`src/polyline_arc_length_sampler_core_defines.svh`:
```
// ----------------------------------------------------------------------------
// polyline arc-length sampler assertion macros
// shared assertion wrappers, compiled out with NO_ASSERTIONS
// ----------------------------------------------------------------------------
`ifndef POLYLINE_ARC_LENGTH_SAMPLER_CORE_DEFINES_SVH
`define POLYLINE_ARC_LENGTH_SAMPLER_CORE_DEFINES_SVH
`ifndef NO_ASSERTIONS
// property holds at every clock out of reset
`define PALS_ASSERT(lbl, prop, msg) \
	lbl: assert property (@(posedge clk) disable iff (!arst_n) (prop)) else $error(msg);
// consequent holds in the cycle after antecedent
`define PALS_ASSERT_NEXT(lbl, ante, cons, msg) \
	lbl: assert property (@(posedge clk) disable iff (!arst_n) (ante) |=> (cons)) \
		else $error(msg);
`else
`define PALS_ASSERT(lbl, prop, msg)
`define PALS_ASSERT_NEXT(lbl, ante, cons, msg)
`endif
`endif

```
`src/pals_pkg.sv`:
```
// ----------------------------------------------------------------------------
// pals_pkg
// constants, codes and the cordic angle table of the arc-length sampler
// ----------------------------------------------------------------------------
`timescale 1ns / 1ps
package pals_pkg;
	localparam int MAX_POINTS = 64;
	localparam int AW = $clog2(MAX_POINTS);
	localparam int CW = $clog2(MAX_POINTS + 1);

	localparam logic [1:0] OP_CLEAR  = 2'd0;
	localparam logic [1:0] OP_APPEND = 2'd1;
	localparam logic [1:0] OP_QUERY  = 2'd2;
	localparam logic [1:0] OP_NOP    = 2'd3;

	localparam logic [1:0] ST_OK    = 2'd0;
	localparam logic [1:0] ST_FULL  = 2'd1;
	localparam logic [1:0] ST_EMPTY = 2'd2;

	localparam int CORDIC_STEPS = 17;
	localparam logic signed [24:0] HALF_TURN_FINE = 25'sd2949120;
	localparam logic signed [16:0] HEAD_MAX = 17'sd11520;

	typedef logic signed [23:0] coord_t;
	typedef logic signed [24:0] delta_t;

	// arctangent of 2^-i in 1/16384 degree
	function automatic logic [19:0] atan_fine(input logic [4:0] i);
		logic [19:0] r;
		case (i)
			5'd0: r = 20'd737280;
			5'd1: r = 20'd435242;
			5'd2: r = 20'd229970;
			5'd3: r = 20'd116736;
			5'd4: r = 20'd58595;
			5'd5: r = 20'd29326;
			5'd6: r = 20'd14667;
			5'd7: r = 20'd7334;
			5'd8: r = 20'd3667;
			5'd9: r = 20'd1833;
			5'd10: r = 20'd917;
			5'd11: r = 20'd458;
			5'd12: r = 20'd229;
			5'd13: r = 20'd115;
			5'd14: r = 20'd57;
			5'd15: r = 20'd29;
			5'd16: r = 20'd14;
			default: r = 20'd0;
		endcase
		return r;
	endfunction
endpackage

```
`src/pals_cordic.sv`:
```
// ----------------------------------------------------------------------------
// pals_cordic
// vectoring cordic heading, one rotation per cycle, 1/64 degree result
// ----------------------------------------------------------------------------
`timescale 1ns / 1ps
module pals_cordic (
	input  logic                  clk,
	input  logic                  arst_n,
	input  logic                  start,
	input  pals_pkg::delta_t      dx,
	input  pals_pkg::delta_t      dy,
	output logic                  done,
	output logic signed [14:0]    heading
);
	logic signed [47:0] x_q;
	logic signed [47:0] y_q;
	logic signed [24:0] z_q;
	logic [4:0]         i_q;
	logic               busy_q;
	logic               done_q;
	logic               zero_q;
	logic signed [47:0] xs;
	logic signed [47:0] ys;
	logic signed [24:0] ang;
	logic signed [24:0] zr;
	logic signed [24:0] zabs;
	logic signed [24:0] hq;
	logic signed [24:0] dxn;
	logic signed [24:0] dyn;

	always_comb begin
		xs   = x_q >>> i_q;
		ys   = y_q >>> i_q;
		ang  = $signed({5'd0, pals_pkg::atan_fine(i_q)});
		dxn  = -dx;
		dyn  = -dy;
		// round half away from zero, then clamp
		zabs = z_q[24] ? -z_q : z_q;
		zr   = (zabs + 25'sd128) >>> 8;
		hq   = z_q[24] ? -zr : zr;
		if (zero_q)
			hq = '0;
		else if (hq > 25'(pals_pkg::HEAD_MAX))
			hq = 25'(pals_pkg::HEAD_MAX);
		else if (hq < -25'(pals_pkg::HEAD_MAX))
			hq = -25'(pals_pkg::HEAD_MAX);
	end

	always_ff @(posedge clk or negedge arst_n) begin
		if (!arst_n) begin
			busy_q <= 1'b0;
			done_q <= 1'b0;
		end else begin
			done_q <= 1'b0;
			if (start) begin
				busy_q <= 1'b1;
			end else if (busy_q && i_q == 5'(pals_pkg::CORDIC_STEPS - 1)) begin
				busy_q <= 1'b0;
				done_q <= 1'b1;
			end
		end
	end

	// rotation steps
	always_ff @(posedge clk) begin
		if (start) begin
			zero_q <= (dx == '0) && (dy == '0);
			i_q    <= '0;
			if (dx[24]) begin
				x_q <= {{3{dxn[24]}}, dxn, 20'd0};
				y_q <= {{3{dyn[24]}}, dyn, 20'd0};
				z_q <= dy[24] ? -pals_pkg::HALF_TURN_FINE : pals_pkg::HALF_TURN_FINE;
			end else begin
				x_q <= {{3{dx[24]}}, dx, 20'd0};
				y_q <= {{3{dy[24]}}, dy, 20'd0};
				z_q <= '0;
			end
		end else if (busy_q) begin
			if (!y_q[47]) begin
				x_q <= x_q + ys;
				y_q <= y_q - xs;
				z_q <= z_q + ang;
			end else begin
				x_q <= x_q - ys;
				y_q <= y_q + xs;
				z_q <= z_q - ang;
			end
			i_q <= i_q + 5'd1;
		end
	end

	assign done    = done_q;
	assign heading = hq[14:0];
endmodule

```
`config.mk`:
```
export PLATFORM = sky130hd
export DESIGN_NAME = pals_cordic
export DESIGN_NICKNAME = d
export VERILOG_FILES = /design/src/polyline_arc_length_sampler_core_defines.svh /design/src/pals_pkg.sv /design/src/pals_cordic.sv
export SDC_FILE = /design/constraint.sdc
export NUM_CORES = 1
export LEC_CHECK = 0
export ABC_CLOCK_PERIOD_IN_PS = 8650
export BUFFER_PORTS_ARGS = -buffer_cell sky130_fd_sc_hd__buf_2
export CAP_MARGIN = 20
export CELL_PAD_IN_SITES_DETAIL_PLACEMENT = 1
export CELL_PAD_IN_SITES_GLOBAL_PLACEMENT = 1
export CORE_MARGIN = 2
export CORE_UTILIZATION = 51
export DETAILED_ROUTE_END_ITERATION = 8
export GPL_TIMING_DRIVEN = 0
export PLACE_DENSITY = 0.95
export SYNTH_ARGS = -nofsm -noshare
export SYNTH_HDL_FRONTEND = slang
export SYNTH_SLANG_ARGS = --single-unit
```
`constraint.sdc`:
```
create_clock -name clk -period 8.65 [get_ports clk]
set_input_delay 0.4325 -clock clk [delete_from_list [all_inputs] [get_ports clk]]
set_output_delay 0.4325 -clock clk [all_outputs]
set_load 0.05 [all_outputs]
```
; Yosys cells after proc, flatten, opt, wreduce, memory -nomap -nowiden
; Memories as Yosys holds them, arrays and structs flattened. A register that Yosys moved wholly into a read port is not among the register bits.
; Index checks and enable logic that the tools add are counted.
[totals]
rom_bits = 640
n_memories = 1
input_bits = 53
output_inout_bits = 16
register_bits = 129
[memory_table]
columns = name, words, word_bits, read_ports, rd_ports_with_merged_regs, wr, line_no
row1 = (no name shown), 32, 20, 1, 1, 0, pals_pkg.sv:30  ; case (i)
[classes]
add_sub_neg = 12
n_shift = 2
muxes = 24
eq_ne = 1
n_lt_le_gt_ge = 2
n_reduce_logical = 6
[ops]
columns = operator, count
row1 = $mux W48, 8
row2 = $mux W25, 7
row3 = $add A48 B48 Y48, 2
row4 = $sshr A48 B5 Y48, 2
row5 = $sub A48 B48 Y48, 2
row6 = $neg A25 Y25, 3
row7 = $logic_not A25 Y1, 2
row8 = $mux W15, 3
row9 = $add A25 B21 Y25, 1
row10 = $add A25 B9 Y25 const B, 1
row11 = $gt A25 B15 Y1 const B, 1
row12 = $lt A25 B15 Y1 const B, 1
row13 = $neg A17 Y25, 1
row14 = $sub A25 B21 Y25, 1
row15 = $mux W5, 2
row16 = $add A5 B1 Y5 const B, 1
row17 = $eq A5 B5 Y1 const B, 1
row18 = $mux W1, 4
row19 = $reduce_bool A2 Y1, 2
row20 = $logic_and A1 B1 Y1, 2

; Depth between registers and ports, before layout
[logic_depth]
word_depth = 9
mapped_depth = 32
mapped_depth_nobuf = 25

; Worst setup path after synthesis
; OpenSTA, ideal clock, no wires.
[synth_path]
path_type = flip-flop to output port
from = register z_q[24]
to = output heading[8]
stages_incl_launch_ff = 22
path_slack_ns = 1.515
path_buffers = 6
arrival_time_ns = 6.702
cell_sequence = edfxtp_1 > clkbuf_1 > clkbuf_1 > clkbuf_1 > clkbuf_1 > clkbuf_1 > nand2_1 > xnor2_1 > ha_1 > nand2b_1 > a211oi_1 > a211oi_1 > a21o_4 > or3_1 > buf_6 > or4_4 > a22o_4 > nor4_1 > mux2_2 > o31a_1 > o2111a_1 > a211oi_1
[synth_via]
elab_chain_len = 9
[synth_rtl]
columns = item, line_no
row1 = from (decl), pals_cordic.sv:17  ; logic signed [24:0] z_q;
row2 = from (signal assigned), pals_cordic.sv:72  ; z_q <= dy[24] ? -pals_pkg::HALF_TURN_FINE : pals_pkg::HALF_TURN_FINE;
row3 = from (signal assigned), pals_cordic.sv:82  ; z_q <= z_q + ang;
row4 = from (signal assigned), pals_cordic.sv:86  ; z_q <= z_q - ang;
row5 = $neg A25 Y25, pals_cordic.sv:38  ; zabs = z_q[24] ? -z_q : z_q;
row6 = $mux W25, pals_cordic.sv:38
row7 = $add A25 B9 Y25, pals_cordic.sv:39  ; zr = (zabs + 25'sd128) >>> 8;
row8 = $neg A17 Y25, pals_cordic.sv:40  ; hq = z_q[24] ? -zr : zr;
row9 = $mux W25 *, pals_cordic.sv:40
row10 = $lt A25 B15 Y1, pals_cordic.sv:45  ; else if (hq < -25'(pals_pkg::HEAD_MAX))
row11 = $mux W15, pals_cordic.sv:45
row12 = $mux W15 *, pals_cordic.sv:43  ; else if (hq > 25'(pals_pkg::HEAD_MAX))
row13 = $mux W15 *, pals_cordic.sv:41  ; if (zero_q)
row14 = to (decl), pals_cordic.sv:13  ; output logic signed [14:0] heading
; Every way passes the cells marked *; elsewhere a longest branch is shown, timed or not.

; Worst setup path in the final report
[layout_path]
from = register i_q[1]
to = register x_q[46], data pin
[layout_via]
elab_chain_len = 5
[layout_rtl]
columns = item, line_no
row1 = from (decl), pals_cordic.sv:18  ; logic [4:0] i_q;
row2 = from (signal assigned), pals_cordic.sv:88  ; i_q <= i_q + 5'd1;
row3 = $sshr A48 B5 Y48 *, pals_cordic.sv:33  ; ys = y_q >>> i_q;
row4 = $add A48 B48 Y48 / $sub A48 B48 Y48 (equally long branches), "pals_cordic.sv:80, pals_cordic.sv:84"
row5 = $mux W48 *, pals_cordic.sv:79  ; if (!y_q[47]) begin
row6 = $mux W48 *, pals_cordic.sv:78  ; end else if (busy_q) begin
row7 = $mux W48 *, pals_cordic.sv:66  ; if (start) begin
row8 = to (signal assigned), pals_cordic.sv:70  ; x_q <= {{3{dxn[24]}}, dxn, 20'd0};
row9 = to (signal assigned), pals_cordic.sv:80  ; x_q <= x_q + ys;
row10 = to (signal assigned), pals_cordic.sv:84  ; x_q <= x_q - ys;
row11 = to (decl), pals_cordic.sv:15  ; logic signed [47:0] x_q;
; Every way passes the cells marked *; elsewhere a longest branch is shown, timed or not. The select of a mux whose other input is x is not followed.
; A chain may end at the register's enable or synchronous reset.

==> metrics.yaml <==
worst_setup_path:
  slowest_delay_ns: 0.55
  crit_required_ns: 8.90
  path_common_cell: "buf_4"
  slowest_stage: "or4_1"
  r2r-start: "i_q[1]"
  setup.worst_path.end_class: "register"
  start_kind: "register"
  crit_type: "reg2reg"
  crit_start: "i_q[1]"
  arrival_ns: 8.65
  reg2reg_depth: 29
  regToRegSetupSlack_ns: 0.25
  critical_path.max_fanout: 10
logic_synthesis:
  synth_area_leaders: "edfxtp_1, mux4_2, ha_1"
  synth_largest_area_cell: "edfxtp_1"
  synth_cells: 2624
  synth_flop_cell: "edfxtp_1"
  synth-async-reset-ratio_pct: 1.34
  synth.top_cell.area_share_pct: 16.1
  yosysWarnings: 0
  synth_edf_count: 122
  ys_ff_latch: 149
  synth.distinct_cells: 97
  avgSynthCellArea_um2: 8.68
  syn_nets: 2814
  ys_seq_area_share_pct: 18.5
  syn_area_um2: 22800
routing:
  drt_iter0_markers: 2631
  wl_per_cell_um: 29.4
  drt_wl_total_um: 97700
  dr.pass1.iters: 6
  vias: 23900
  drc_errors: 0
  avgViaCountPerCell: 7.21
  final_antenna_net_count: 0
finish:
  num-fill-cells: 5394
  stdcell_count: 3320
  fin_area_um2: 24600
  seqCellArea_um2: 4220
  area_delta_synth_final_pct: 7.93
  fin_nets: 2905
  multi_input_area_um2: 17600
  drive_gt1_share_pct: 14.4
  n_antenna_cell: 0
timing:
  skew_ns: 0.0107
  setup_violations: 0
  fin_crit_sh_pct: 97.1
  worst_slew_pin_slew_ns: 1.25
  finalCriticalPeriod_ns: 8.40
  final_max_slew_viol_count: 0
  max_freq_ghz: 0.119
  relSlewSlack_pct: 16.9
  hold_viol: 0
cts:
  cts.clk_slew.worst_paths_ns: 0.07
  cts_root_buf: "clkbuf_16"
  worstSkewPairLatency_ns: 0.50
  clock_path_buffers: 2
  clock_sinks: 149
  htree_num_levels: 4
  cts_setup_buffers: 0
  cts_buffers: 17
  tritoncts: "built"
outcome:
  outcome: "finished clean"
grt:
  grt_pass1_wl_um: 148000
  antenna_found_initial: 2
  grt_pass1_vias: 24800
  gr-usage-all-layers_pct: 41.8
  grt_max_degree: 67
  grt-ovfl-total: 0
placed_design:
  placed_cell_area_um2: 23900
  io_buffers: 67
  dp_hpwl_um: 76000
  gp_congestion: 1.09
  placed_cells: 3287
floorplan:
  die_x_um: 215
  initial_core_util_pct: 51.6
  die_area_um2: 46400
  row_count: 77
  core_area_um2: 44100
  die_h_um: 215
  pin_count: 69
worst_hold_path:
  whs_path_depth: 1
  hp-class: "in2reg"
  hp-start: "start"
run:
  drv_cap: 0
placed cells by master (no fill, tap or decap), drive strengths merged, types with 94 or more instances in the layout:
cell type  netlist  layout
nand2          198     198
clkbuf          96     133
mux4           158     158
edfxtp         122     122
inv             89      94
ha             134     134
xnor2          190     190
o21ai          192     192
nor2           239     239
buf             58     115
a21oi          195     195
Yosys cell counts (29+ instances only):
cell type / number
xnor2_1: 189
nand2_1: 198
nand3_1: 45
edfxtp_1: 122
inv_1: 87
a21o_1: 77
o21ai_0: 191
mux2i_1: 51
a31oi_1: 43
buf_1: 29
clkbuf_1: 96
nor3_1: 75
ha_1: 134
mux4_2: 158
nand2b_1: 38
o31ai_1: 33
xor2_1: 90
a21oi_1: 195
nor2_1: 237
o21a_1: 33
flip-flops by register name, summed over array words and instances, names as in the netlist:
signal / cells
busy_q: 1
y_q: 48
i_q: 5
z_q: 25
x_q: 48
ang: 20
zero_q: 1
done: 1
worst max-delay path: cells and delay by family, from the launching register on:
family	cells	cell delay, ns
flip-flops	1	0.46
XOR/XNOR	1	0.18
buffers and inverters	7	1.82
AO/OA/AOI/OAI	8	1.92
adder cells (fa/ha/maj)	2	0.60
multiplexers	4	1.40
AND/OR/NAND/NOR	7	1.73
per-stage QoR:
step | util (%) | setup WS [ns] | setup TNS (ns) | hold slack, ns
6_report | 55.7 | 0.254 | 0 | 0.144
5_1_grt | 55.7 | -0.0294 | -0.0294 | 0.137
4_1_cts | 55.5 | 0.00108 | 0 | 0.132
3_5_place_dp | 54.2 | -0.695 | -3.97 | 0.241
3_3_place_gp | 54.1 | -0.373 | -0.820 | 0.237
2_1_floorplan | - | 1.52 | 0 | 0.137
timing repair:
action                                  in CTS  in global routing
hold buffers                                 1                  0
gates resized for setup                      9                 33
hold endpoints to repair                     2                  0
endpoints found under the setup margin      25                 38
layout make-up:
class / count / share of cell area, %
multi-input combinational: 2232 / 71.6
clock buffer: 23 / 1.99
timing repair buffer: 74 / 1.74
tap: 592 / 3.01
inverter: 89 / 1.38
clock inverter: 9 / 0.265
sequential: 149 / 17.1
buffer: 152 / 2.83
cells by family (layout without fill, tap and decap cells):
family | Yosys count | count (layout) | synth area share, %
compound gates | 779 | 779 | 22.5
xor+xnor | 280 | 280 | 10.8
fa+ha+maj | 137 | 137 | 7.63
buf+inv | 243 | 347 | 4.31
flops | 149 | 149 | 18.5
mux | 234 | 234 | 19.1
simple gates | 802 | 802 | 17.1
routing by layer:
metal  vias up  global-route usage [%]  wire length (um)
met5         -                       0                28
met4         4                    30.2              8160
met3       473                    9.57              9040
met2      1443                    68.1             45300
met1     11900                    48.5             35100
li1      10200                       -                 -
final timing paths:
path | end
setup / recovery | x_q[46]
hold / removal | zero_q
setup reg to reg | x_q[46]
hold reg to reg | z_q[0]
max in group asynchronous | done
min in group asynchronous | busy_q
Power is not shown: default switching activity piles up to over one toggle a cycle in this logic, so the estimate is an artifact.
