===== src/polyline_arc_length_sampler_core_defines.svh =====
// ----------------------------------------------------------------------------
// polyline arc-length sampler assertion macros
// shared assertion wrappers, compiled out with NO_ASSERTIONS
// ----------------------------------------------------------------------------
`ifndef POLYLINE_ARC_LENGTH_SAMPLER_CORE_DEFINES_SVH
`define POLYLINE_ARC_LENGTH_SAMPLER_CORE_DEFINES_SVH
`ifndef NO_ASSERTIONS
// property holds at every clock out of reset
`define PALS_ASSERT(lbl, prop, msg) \
	lbl: assert property (@(posedge clk) disable iff (!arst_n) (prop)) else $error(msg);
// consequent holds in the cycle after antecedent
`define PALS_ASSERT_NEXT(lbl, ante, cons, msg) \
	lbl: assert property (@(posedge clk) disable iff (!arst_n) (ante) |=> (cons)) \
		else $error(msg);
`else
`define PALS_ASSERT(lbl, prop, msg)
`define PALS_ASSERT_NEXT(lbl, ante, cons, msg)
`endif
`endif


===== src/pals_isqrt.sv =====
// ----------------------------------------------------------------------------
// pals_isqrt
// floor square root of a 49-bit value, one result bit per cycle
// ----------------------------------------------------------------------------
`timescale 1ns / 1ps
module pals_isqrt (
	input  logic        clk,
	input  logic        arst_n,
	input  logic        start,
	input  logic [48:0] radicand,
	output logic        done,
	output logic [24:0] root
);
	logic [48:0] v_q;
	logic [49:0] res_q;
	logic [4:0]  k_q;
	logic        busy_q;
	logic        done_q;
	logic [49:0] bitv;
	logic [49:0] trial;
	logic        take;

	// trial subtraction for the current digit
	always_comb begin
		bitv  = 50'd1 << {k_q, 1'b0};
		trial = res_q + bitv;
		take  = {1'b0, v_q} >= trial;
	end

	always_ff @(posedge clk or negedge arst_n) begin
		if (!arst_n) begin
			busy_q <= 1'b0;
			done_q <= 1'b0;
		end else begin
			done_q <= 1'b0;
			if (start) begin
				busy_q <= 1'b1;
			end else if (busy_q && k_q == 5'd0) begin
				busy_q <= 1'b0;
				done_q <= 1'b1;
			end
		end
	end

	// digit iteration
	always_ff @(posedge clk) begin
		if (start) begin
			v_q   <= radicand;
			res_q <= '0;
			k_q   <= 5'd24;
		end else if (busy_q) begin
			if (take) begin
				v_q   <= v_q - trial[48:0];
				res_q <= (res_q >> 1) + bitv;
			end else begin
				res_q <= res_q >> 1;
			end
			k_q <= k_q - 5'd1;
		end
	end

	assign done = done_q;
	assign root = res_q[24:0];
endmodule


===== config.mk =====
export PLATFORM = sky130hd
export DESIGN_NAME = pals_isqrt
export DESIGN_NICKNAME = d
export VERILOG_FILES = /design/src/polyline_arc_length_sampler_core_defines.svh /design/src/pals_isqrt.sv
export SDC_FILE = /design/constraint.sdc
export NUM_CORES = 1
export LEC_CHECK = 0
export BUFFER_PORTS_ARGS = -buffer_cell sky130_fd_sc_hd__buf_2
export CORE_UTILIZATION = 60
export DETAILED_ROUTE_END_ITERATION = 10
export GPL_TIMING_DRIVEN = 0
export PLACE_DENSITY = 0.79
export RECOVER_POWER = 100
export SETUP_SLACK_MARGIN = 0.4
export SLEW_MARGIN = 20
export SYNTH_ARGS = -nofsm -noshare
export SYNTH_HDL_FRONTEND = slang
export SYNTH_SLANG_ARGS = --single-unit

===== constraint.sdc =====
create_clock -name clk -period 22.3 [get_ports clk]
set_input_delay 4.46 -clock clk [delete_from_list [all_inputs] [get_ports clk]]
set_output_delay 4.46 -clock clk [all_outputs]
set_load 0.005 [all_outputs]

# After elaboration in Yosys (flattened, before gate mapping)
# Index checks and enable logic that the tools add are counted.
# W data, S select, Z words.
# totals
out_inout_bits	26
reg_bits	106
input_bits	52
elab_cells	25
# op_classes
n_shift	1
add_sub_neg	4
n_mux	8
order_cmp	1
n_reduce_logical	6
# op_table
cell	n
$mux W49	3
$add A49 B50 Y50	1
$add A50 B50 Y50	1
$ge A49 B50 Y1	1
$mux W50	1
$shl A1 B6 Y50 const A	1
$sub A49 B49 Y49	1
$reduce_bool A2 Y1	3
$logic_not A5 Y1	1
$sub A5 B1 Y5 const B	1
$mux W1	4
$reduce_and A2 Y1	1
$logic_and A1 B1 Y1	1

# Depth between registers and ports, before layout
# Gate-level depths: netlist (run 1).
# logic_depth
word_depth	6
ltp_mapped	28
ltp_nobuf	25

# Worst setup path before layout (run 1)
# Ideal clock, no wire load.
# synth_timing
path_kind	register to register
from	register k_q[2]
to	register v_q[0] (enable)
setup_ns	0.523
synth_period_minus_slack_ns	8.972
path_slack_ns	13.328
path_stages_with_launch	28
required_time_ns	21.777
t_arrival_ns	8.449
n_path_buf	5
cell_sequence	dfxtp_1 -> clkbuf_1 -> or2_2 -> clkbuf_1 -> nor2_1 -> ha_1 -> ha_1 -> a21oi_1 -> o21ai_0 -> a31o_2 -> a31oi_1 -> a21oi_1 -> o21ai_0 -> a21oi_1 -> o21ai_0 -> xor2_1 -> ha_1 -> buf_2 -> nand4_1 -> nor2_1 -> nand2_1 -> o41ai_1 -> nor4b_1 -> a21oi_1 -> o21ai_1 -> buf_2 -> buf_2 -> o21ai_0
# synth_via
elab_chain_cells	5
# synth_rtl
element	line_no	text
start: declaration	pals_isqrt.sv:16	logic [4:0] k_q;
start signal: assignment	pals_isqrt.sv:58	k_q <= k_q - 5'd1;
$shl A1 B6 Y50	pals_isqrt.sv:25	bitv = 50'd1 << {k_q, 1'b0};
$add A50 B50 Y50	pals_isqrt.sv:26	trial = res_q + bitv;
$ge A49 B50 Y1	pals_isqrt.sv:27	take = {1'b0, v_q} >= trial;
$reduce_bool A2 Y1 (no source line)	--	
$reduce_and A2 Y1 (no source line)	--	
end signal: assignment	pals_isqrt.sv:48	v_q <= radicand;
end signal: assignment	pals_isqrt.sv:53	v_q <= v_q - trial[48:0];
end: declaration	pals_isqrt.sv:14	logic [48:0] v_q;
# Every way passes these cells.
# A chain may end at the register's enable or synchronous reset.

# Worst setup path in the final report (run 1)
# layout_timing
from	register k_q[2]
to	register v_q[26] (enable)
# Same word-level chain as after synthesis.

==> flow_summary.yaml, run 1 <==
clock_network:
  htreeDepth: 3
  post_cts_resized: 0
  clk_latency_ns: 0.37
  cts-hold-fix-buffers: 0
  clk_path_buf_depth: 2
  clk_pin_slew_ns: 0.08
  numCtsBuffers: 9
  clock-sinks: 106
  root_buffer: "clkbuf_16"
  post_cts_buffers: 0
  cts_tree: "yes"
final_layout:
  drive_above_1_share: 0.106
  final_nets: 1656
  antennaDiodeCount: 0
  utilization: 0.665
  syn_to_final_growth_pct: 8.51
  num-fill-cells: 1639
worst_setup_path:
  worst-path-stages: 29
  r2r_start: "k_q[2]"
  worstRegToRegCells: 29
  critical_path_class: "reg -> reg"
  rr_endpoint: "v_q[26]"
  path_buf_inv: 7
  cp.required_ns: 22.28
  crit_top_cell: "clkbuf_1"
  critPathMaxStageDelay_ns: 1.10
  crit_start: "k_q[2]"
  r2r_slack_ns: 11.27
  worstPathMaxFanout: 22
  cpMaxStageDelayCell: "o21ai_0"
  end_kind: "flop"
  critPathArrivalTime_ns: 11.01
  start_kind: "flop"
  cp-endpoint: "v_q[26]"
  crit_family: "compound AO/OA/AOI/OAI gates"
sta:
  fmax_mhz: 90.7
  fin_crit_ns: 11.03
  rsz0062_at_grt: "false"
  max_slew.worst_pin.slew_ns: 1.37
  slew_viol_final: 0
  setup_viol: 0
  fin_crit_sh: 0.495
  hold_violations: 0
  skew_ns: 0.0106
  maxSlewHeadroom: 0.0889
  setup_tns_ns: 0
flow_run:
  max_cap_viol_count: 0
synth:
  synth_area_um2: 11100
  async_flop_share: 0.0189
  synth_top_cell_by_area: "edfxtp_1"
  synth_cells: 1408
  synthAdderAreaFrac: 0.122
  seq_area_frac_synth: 0.237
  yosys_most_used_dff: "dfxtp_1"
  yosysWarnings: 0
  synth_xor_xnor_area_share: 0.0761
  avgSynthCellArea_um2: 7.85
  synth_most_common_cell: "nor2_1"
  synth.area.top_cells: "edfxtp_1, ha_1, dfxtp_1"
  synthSimpleGateAreaFrac: 0.192
  synth_mux_area_frac: 0.0249
  synth_nets: 1567
  synth_common_cells: "nor2_1, nand2_1, o21ai_0"
  synth.distinct_cells: 78
  yosys.area.top_type_share: 0.133
  ys_ff_latch: 106
  synth_compound_area_frac: 0.294
  synth_top_family_by_area: "compound AO/OA/AOI/OAI gates"
  synth-edff-count: 49
floorplanning:
  start_util: 0.613
  fp.dieH_um: 138
  die_w_um: 138
  core_um2: 18000
  ios: 78
  dieArea_um2: 19000
  rows: 49
route:
  via_per_inst: 6.66
  wirelength_mm: 36.3
  drt-pass1-iter-count: 5
  vias: 11500
  final_antenna_net_count: 0
  drt-initial-drc-count: 1103
  drc: 0
  wl_per_cell_um: 21.0
placement:
  io_buffers: 76
  gp_congestion: 0.999
  dp_hpwl_mm: 27.9
status:
  outcome: "completed"
power_and_ir_drop:
  p_leak_uw: 0.00479
  power_density_nw_per_um2: 134
  peakVddDrop_v: 0.000108
grt:
  grt_overflow: 0
  busiest_layer: "met2"
  met1_usage: 0.496
  grtUsageMet2: 0.627
  grtUsageMet3: 0.0467
  grt_use_total: 0.385
  grt_pass1_wl_mm: 55.4
  grt_pass1_vias: 10500
  grt_max_degree: 23
  antenna_found_initial: 0
hold_path:
  hold_class: "reg -> reg"
[worst reg2reg max path, delay by kind of cell (launching register included)]
family          cells  cell delay (ns)
compound gates     12             4.54
flops               1             0.32
buf+inv             7             3.87
xor+xnor            1             0.10
fa+ha+maj           3             0.71
simple gates        6             1.08
[report_power, final]
part	total (µW)	internal [µW]	switching, µW
Sequential	356	304	51.9
Clock	174	92.5	81.6
Combinational	1070	407	667
[cells by family (layout without fill, tap and decap cells)]
logic type | count (synthesis) | count (layout)
AO/OA/AOI/OAI | 483 | 483
AND/OR/NAND/NOR | 464 | 464
buffers and inverters | 126 | 220
adder cells (fa/ha/maj) | 107 | 107
flip-flops | 106 | 106
XOR/XNOR | 96 | 96
multiplexers | 26 | 26
[final cells by class]
class	instances	area [µm²]	area share
buffer	93	455	0.0380
clock buffer	13	293	0.0244
clock inverter	3	16.3	0.00136
inverter	33	124	0.0103
multi-input combinational	1176	7810	0.651
sequential	106	2620	0.219
tap	229	287	0.0239
timing repair buffer	78	385	0.0321
[state kept, by name (all words and copies together) (netlist names)]
name	cells
v_q	49
done	1
busy_q	1
res_q	50
k_q	5
[layer usage]
layer	vias to the layer above	share of wire	routed length [µm]
li1	5441	-	-
met1	5386	0.42	15100
met2	588	0.46	16600
met3	107	0.079	2880
met4	0	0.046	1670
met5	-	0	0
[worst min path at each step]
stage / startpoint / end / cells past startpoint
2_1_floorplan: res_q[0] / res_q[0] / 2
3_3_place_gp: res_q[0] / res_q[0] / 2
3_5_place_dp: res_q[0] / res_q[0] / 2
4_1_cts: res_q[0] / res_q[0] / 2
5_1_grt: res_q[0] / res_q[0] / 2
6_report: res_q[0] / res_q[0] / 2
[layout by cell type (no fill, tap or decap), types with 11 or more instances in the layout]
cell type / Yosys / final
nor2_1: 149 / 149
o21a_1: 13 / 13
nand3_1: 17 / 17
mux2i_1: 17 / 17
a31oi_1: 47 / 47
edfxtp_1: 49 / 49
ha_1: 106 / 106
xor2_1: 52 / 52
xnor2_1: 44 / 44
or2_2: 11 / 11
buf_2: 12 / 81
nand4_1: 23 / 23
a311oi_1: 19 / 19
clkbuf_4: 0 / 22
clkbuf_16: 0 / 11
clkbuf_1: 50 / 65
inv_1: 32 / 32
a21o_1: 36 / 36
nand2b_1: 16 / 16
dfxtp_1: 55 / 55
o21ai_0: 108 / 110
and3_1: 20 / 20
a21oi_1: 90 / 90
a211oi_1: 33 / 33
nand2_1: 148 / 148
o211ai_1: 15 / 15
o31ai_1: 22 / 22
o21bai_1: 19 / 19
or3_1: 19 / 19
nor3_1: 33 / 33
[through the flow]
| stage | power [µW] | cell area, µm² | hold WS, ns | setup WS [ns] | cells |
|---|---|---|---|---|---|
| after detailed placement | 1430 | 11800 | 0.509 | 14.59 | 1715 |
| after global routing | 1710 | 12000 | 0.536 | 10.69 | 1731 |
| after global placement | 1400 | 11700 | 0.496 | 9.92 | 1713 |
| final | 1600 | 12000 | 0.543 | 11.27 | 1731 |
| after CTS | 1600 | 12100 | 0.519 | 14.51 | 1731 |
| after floorplan | 1140 | 11100 | 0.478 | 13.33 | 1408 |
Note: power is estimated with default switching activity, not from simulation.
==> run 2, diff against run 1 <==
Settings changed: ABC_AREA from default to 1.
Clock period 22.3 ns to 10.6 ns, I/O delays scaled along.
==> run 2 against run 1 <==
The run now ends with max-capacitance violations, max-slew violations left. Die area is 20% higher. Final area is 19% higher. Clock-buffer cell count shrank 1. Via count rose by 33%. Non-clock buffer count down 13. Combinational power grew to 2.6 times the previous value. Highest routed layer unchanged.
==> flow_summary.yaml, run 2 <==
clock_network:
  clk_path_buf_depth: 2
  clock-sinks: 106
  clk_latency_ns: 0.37
  numCtsBuffers: 9
  htreeDepth: 3
  post_cts_buffers: 0
  clk_pin_slew_ns: 0.08
  cts_tree: "yes"
  cts-hold-fix-buffers: 0
  post_cts_resized: 0
  root_buffer: "clkbuf_16"
route:
  drc: 0
  vias: 15300
  via_per_inst: 5.93
  wirelength_mm: 47.2
  drt-pass1-iter-count: 8
  drt-initial-drc-count: 1618
  wl_per_cell_um: 18.3
  final_antenna_net_count: 0
synth:
  async_flop_share: 0.0189
  synthSimpleGateAreaFrac: 0.367
  avgSynthCellArea_um2: 6.02
  synth_area_um2: 13300
  synth_top_family_by_area: "simple AND/OR/NAND/NOR gates"
  synth_cells: 2208
  seq_area_frac_synth: 0.197
  synth_xor_xnor_area_share: 0.0646
  synth_nets: 2367
  synth_most_common_cell: "nand2_1"
  synth-edff-count: 49
  synth_top_cell_by_area: "nand2_1"
  synth_compound_area_frac: 0.150
  synth_mux_area_frac: 0
  yosys_most_used_dff: "dfxtp_1"
  yosysWarnings: 0
  yosys.area.top_type_share: 0.170
  synthAdderAreaFrac: 0.101
  synth.distinct_cells: 48
  ys_ff_latch: 106
  synth.area.top_cells: "nand2_1, edfxtp_1, ha_1"
  synth_common_cells: "nand2_1, inv_1, nor2_1"
power_and_ir_drop:
  intPower_uw: 1850
  power_density_nw_per_um2: 279
  pwr-share-seq: 0.208
  peakVddDrop_v: 0.000217
  combPwrFrac: 0.704
  swShare: 0.537
  power_switching_uw: 2140
  power.total_uw: 3990
  p_leak_uw: 0.00641
  pwr-share-clk: 0.088
sta:
  fin_crit_ns: 8.26
  setup_viol: 0
  skew_ns: 0.0116
  max_slew.worst_pin.slew_ns: 2.23
  slew_viol_final: 50
  hold_violations: 0
  fin_crit_sh: 0.780
  rsz0062_at_grt: "false"
  fin_ws_ns: 2.34
  fmax_mhz: 121
  setup_tns_ns: 0
  maxSlewHeadroom: -0.493
final_layout:
  regArea_um2: 2620
  num-fill-cells: 2087
  top_regs: "res_q x50, v_q x49, k_q x5"
  layout_commonest_cell: "nand2_1"
  final_nets: 2455
  multi_input_area_um2: 9070
  drive_above_1_share: 0.0721
  syn_to_final_growth_pct: 7.53
  top_register: "res_q"
  antennaDiodeCount: 0
  mostFrequentLayoutCells: "nand2_1, inv_1, nor2_1"
  largest_reg_flops: 50
floorplanning:
  start_util: 0.611
  core_um2: 21800
  ios: 78
  rows: 54
  dieArea_um2: 22800
  die_w_um: 151
  fp.dieH_um: 151
worst_setup_path:
  crit_top_cell: "nand2_1"
  critPathMaxStageDelay_ns: 1.61
  start_kind: "flop"
  worstRegToRegCells: 35
  end_kind: "flop"
  rr_endpoint: "v_q[1]"
  cp.required_ns: 10.54
  cpMaxStageDelayCell: "nand2_1"
  critPathArrivalTime_ns: 8.21
  critical_path_class: "reg -> reg"
  r2r_slack_ns: 2.34
  worstPathMaxFanout: 49
  r2r_start: "k_q[0]"
placement:
  post-place-ws_ns: 3.82
  dp_hpwl_mm: 38.9
  gp_congestion: 1.05
  io_buffers: 77
status:
  outcome: "finished with violations"
  violations: "max-capacitance violations, max-slew violations"
hold_path:
  hold_class: "reg -> reg"
  min_path_cells: 2
  whs_endpoint: "res_q[0]"
  worstHoldStart: "res_q[0]"
grt:
  grt_use_total: 0.416
  grt_pass1_wl_mm: 72.0
  grt_overflow: 0
  grt_pass1_vias: 14000
  antenna_found_initial: 0
  grt_max_degree: 50
flow_run:
  max_cap_viol_count: 1
[run 2: worst max-delay path: cells and delay by family, from the launching register on]
family / cells / cell delay [ns]
buf+inv: 5 / 0.67
xor+xnor: 1 / 0.14
flops: 1 / 0.34
simple gates: 22 / 4.85
fa+ha+maj: 4 / 1.24
compound gates: 3 / 0.55
[run 2: worst max-delay path by stage]
stage	start	depth (start not counted)	end
5_1_grt	k_q[0]	35	v_q[16]
3_3_place_gp	k_q[0]	35	v_q[11]
4_1_cts	k_q[0]	35	v_q[16]
6_report	k_q[0]	35	v_q[1]
3_5_place_dp	k_q[0]	35	v_q[9]
2_1_floorplan	k_q[0]	35	v_q[0]
[run 2: kinds of logic after synthesis]
group,after synthesis
adders and majority gates,107
DFF,106
buffers and inverters,386
and+or+nand+nor,1147
xor gates and xnor gates,98
AOI/OAI and AO/OA,364
[run 2: stage by stage]
step                      instances  utilization  hold WS, ns  area [µm²]
after floorplan                2208            -        0.463       13300
after global placement         2565        0.645        0.491       14000
after detailed placement       2565        0.645        0.503       14000
after CTS                      2581        0.659        0.514       14300
after global routing           2581        0.657        0.542       14300
final                          2581        0.657        0.516       14300
[run 2: cell type report]
cell class                      count  area share
Buffer                             81      0.0301
Clock buffer                       12      0.0187
Clock inverter                      4     0.00228
Inverter                          305      0.0801
Multi-Input combinational cell   1716       0.634
Sequential cell                   106       0.183
Tap cell                          280      0.0245
Timing Repair Buffer               77      0.0267
[run 2: metal layers]
layer,up-vias,GRT usage,part of all wire
li1,7403,-,-
met5,-,0,0
met3,151,0.0395,0.090
met2,862,0.700,0.46
met4,0,0.244,0.058
met1,6887,0.516,0.39
[run 2: power by group through the flow]
| stage | sequential, µW | combinational, µW | clock (µW) |
|---|---|---|---|
| after global placement | 819 | 2660 | 0 |
| after CTS | 813 | 2740 | 350 |
| after floorplan | 763 | 2080 | 0 |
| after global routing | 843 | 3100 | 361 |
| after detailed placement | 822 | 2720 | 0 |
| final | 831 | 2810 | 351 |
==> run 3, diff against run 2 <==
Clock period 10.6 ns to 8.6 ns, I/O delays scaled along.
==> run 3 against run 2 <==
The flow now finishes without violations. Cell count stayed put. Register-to-register slack worse by 1.2 ns. Sequential cell count stayed put. First-iteration DRC count down 0.49%. Setup slack worse by 1.2 ns. Final area is essentially flat. Hold slack improved by 0.0076 ns. Fmax up 10%. Clock power up 23%.
==> flow_summary.yaml, run 3 (synthesized netlist as in run 2, its figures left out) <==
sta:
  fmax_mhz: 133
  fin_crit_sh: 0.872
  slew_viol_final: 0
  rsz0062_at_grt: "false"
  fin_crit_ns: 7.50
  maxSlewHeadroom: 0.368
  setup_viol: 0
  max_slew.worst_pin.slew_ns: 0.948
  setup_tns_ns: 0
  hold_violations: 0
  skew_ns: 0.0130
  worst_hold_slack_ns: 0.524
worst_setup_path:
  cpMaxStageDelayCell: "nand2_4"
  end_kind: "flop"
  rr_endpoint: "v_q[1]"
  crit_top_cell: "nand2_1"
  crit_start: "k_q[0]"
  critPathMaxStageDelay_ns: 0.59
  cp.required_ns: 8.60
  worstRegToRegCells: 35
  critPathArrivalTime_ns: 7.49
  worstPathMaxFanout: 49
  r2r_start: "k_q[0]"
  r2r_slack_ns: 1.10
  start_kind: "flop"
  critical_path_class: "reg -> reg"
grt:
  antenna_found_initial: 0
  grt_pass1_vias: 14000
  grt_overflow: 0
  grt_max_degree: 50
  grt_use_total: 0.416
  grt_pass1_wl_mm: 72.0
power_and_ir_drop:
  power_density_nw_per_um2: 343
  peakVddDrop_v: 0.000267
  p_leak_uw: 0.00641
final_layout:
  top_regs: "res_q x50, v_q x49, k_q x5"
  num-fill-cells: 2089
  drive_above_1_share: 0.0721
  top_register: "res_q"
  final_nets: 2455
  mostFrequentLayoutCells: "nand2_1, inv_1, nor2_1"
  antennaDiodeCount: 0
  layout_commonest_cell: "nand2_1"
  syn_to_final_growth_pct: 7.56
  largest_reg_flops: 50
  stdcell_count: 2581
floorplanning:
  ios: 78
  die_w_um: 151
  core_um2: 21800
  rows: 54
  start_util: 0.611
  fp.dieH_um: 151
  dieArea_um2: 22800
route:
  vias: 15300
  wl_per_cell_um: 18.3
  drc: 0
  drt-initial-drc-count: 1610
  via_per_inst: 5.94
  wirelength_mm: 47.2
  drt-pass1-iter-count: 6
  final_antenna_net_count: 0
clock_network:
  post_cts_resized: 0
  post_cts_buffers: 0
  clk_path_buf_depth: 2
  clock-sinks: 106
  clk_pin_slew_ns: 0.08
  cts-hold-fix-buffers: 0
  root_buffer: "clkbuf_16"
  clk_latency_ns: 0.37
  numCtsBuffers: 9
  cts_tree: "yes"
  htreeDepth: 3
status:
  outcome: "completed"
hold_path:
  whs_endpoint: "res_q[0]"
  worstHoldStart: "res_q[0]"
  hold_class: "reg -> reg"
  min_path_cells: 2
placement:
  dp_hpwl_mm: 38.9
  gp_congestion: 1.05
  dp_cells: 2565
  io_buffers: 77
flow_run:
  max_cap_viol_count: 0
## run 3: worst max-delay path: cells and delay by family (launching register included)
family          cells  cell delay [ns]
compound gates      3             0.55
xor+xnor            1             0.14
fa+ha+maj           4             1.23
flops               1             0.34
buf+inv             5             0.85
simple gates       22             3.96
## run 3: how the worst max path moves through the flow
stage / end / slack, ns / cells after the start
6_report: v_q[1] / 1.10 / 35
5_1_grt: v_q[16] / 0.67 / 35
4_1_cts: v_q[16] / 1.77 / 35
3_5_place_dp: v_q[9] / 1.82 / 35
3_3_place_gp: v_q[11] / 0.99 / 35
2_1_floorplan: v_q[0] / 2.75 / 35
## run 3: power breakdown
| part | internal (µW) | leakage (µW) | total (µW) | switching [µW] |
|---|---|---|---|---|
| sequential | 815 | 0.000981 | 1020 | 201 |
| clock | 224 | 0.000141 | 433 | 208 |
| combinational | 1220 | 0.00529 | 3450 | 2230 |
## run 3: through the flow
step | area (µm²) | util | power, µW | worst slack [ns]
floorplan | 13300 | - | 3500 | 2.75
global route | 14300 | 0.657 | 5300 | 0.666
global placement | 14000 | 0.645 | 4280 | 0.987
detailed placement | 14000 | 0.645 | 4370 | 1.82
finish | 14300 | 0.657 | 4900 | 1.10
CTS | 14300 | 0.659 | 4810 | 1.77
## run 3: layout make-up
cell class / instances / area [µm²] / area share
inverter: 305 / 1140 / 0.0801
sequential: 106 / 2620 / 0.183
clock buffer: 12 / 268 / 0.0187
timing repair buffer: 77 / 382 / 0.0267
tap: 280 / 350 / 0.0245
buffer: 81 / 427 / 0.0298
clock inverter: 4 / 32.5 / 0.00227
multi-input combinational: 1716 / 9070 / 0.635
## run 3: layer usage
| layer | up-vias | wire length [µm] | GRT usage |
|---|---|---|---|
| met5 | - | 0 | 0 |
| met4 | 0 | 2800 | 0.244 |
| met3 | 169 | 4290 | 0.0395 |
| met2 | 899 | 21800 | 0.700 |
| met1 | 6869 | 18300 | 0.516 |
| li1 | 7403 | - | - |
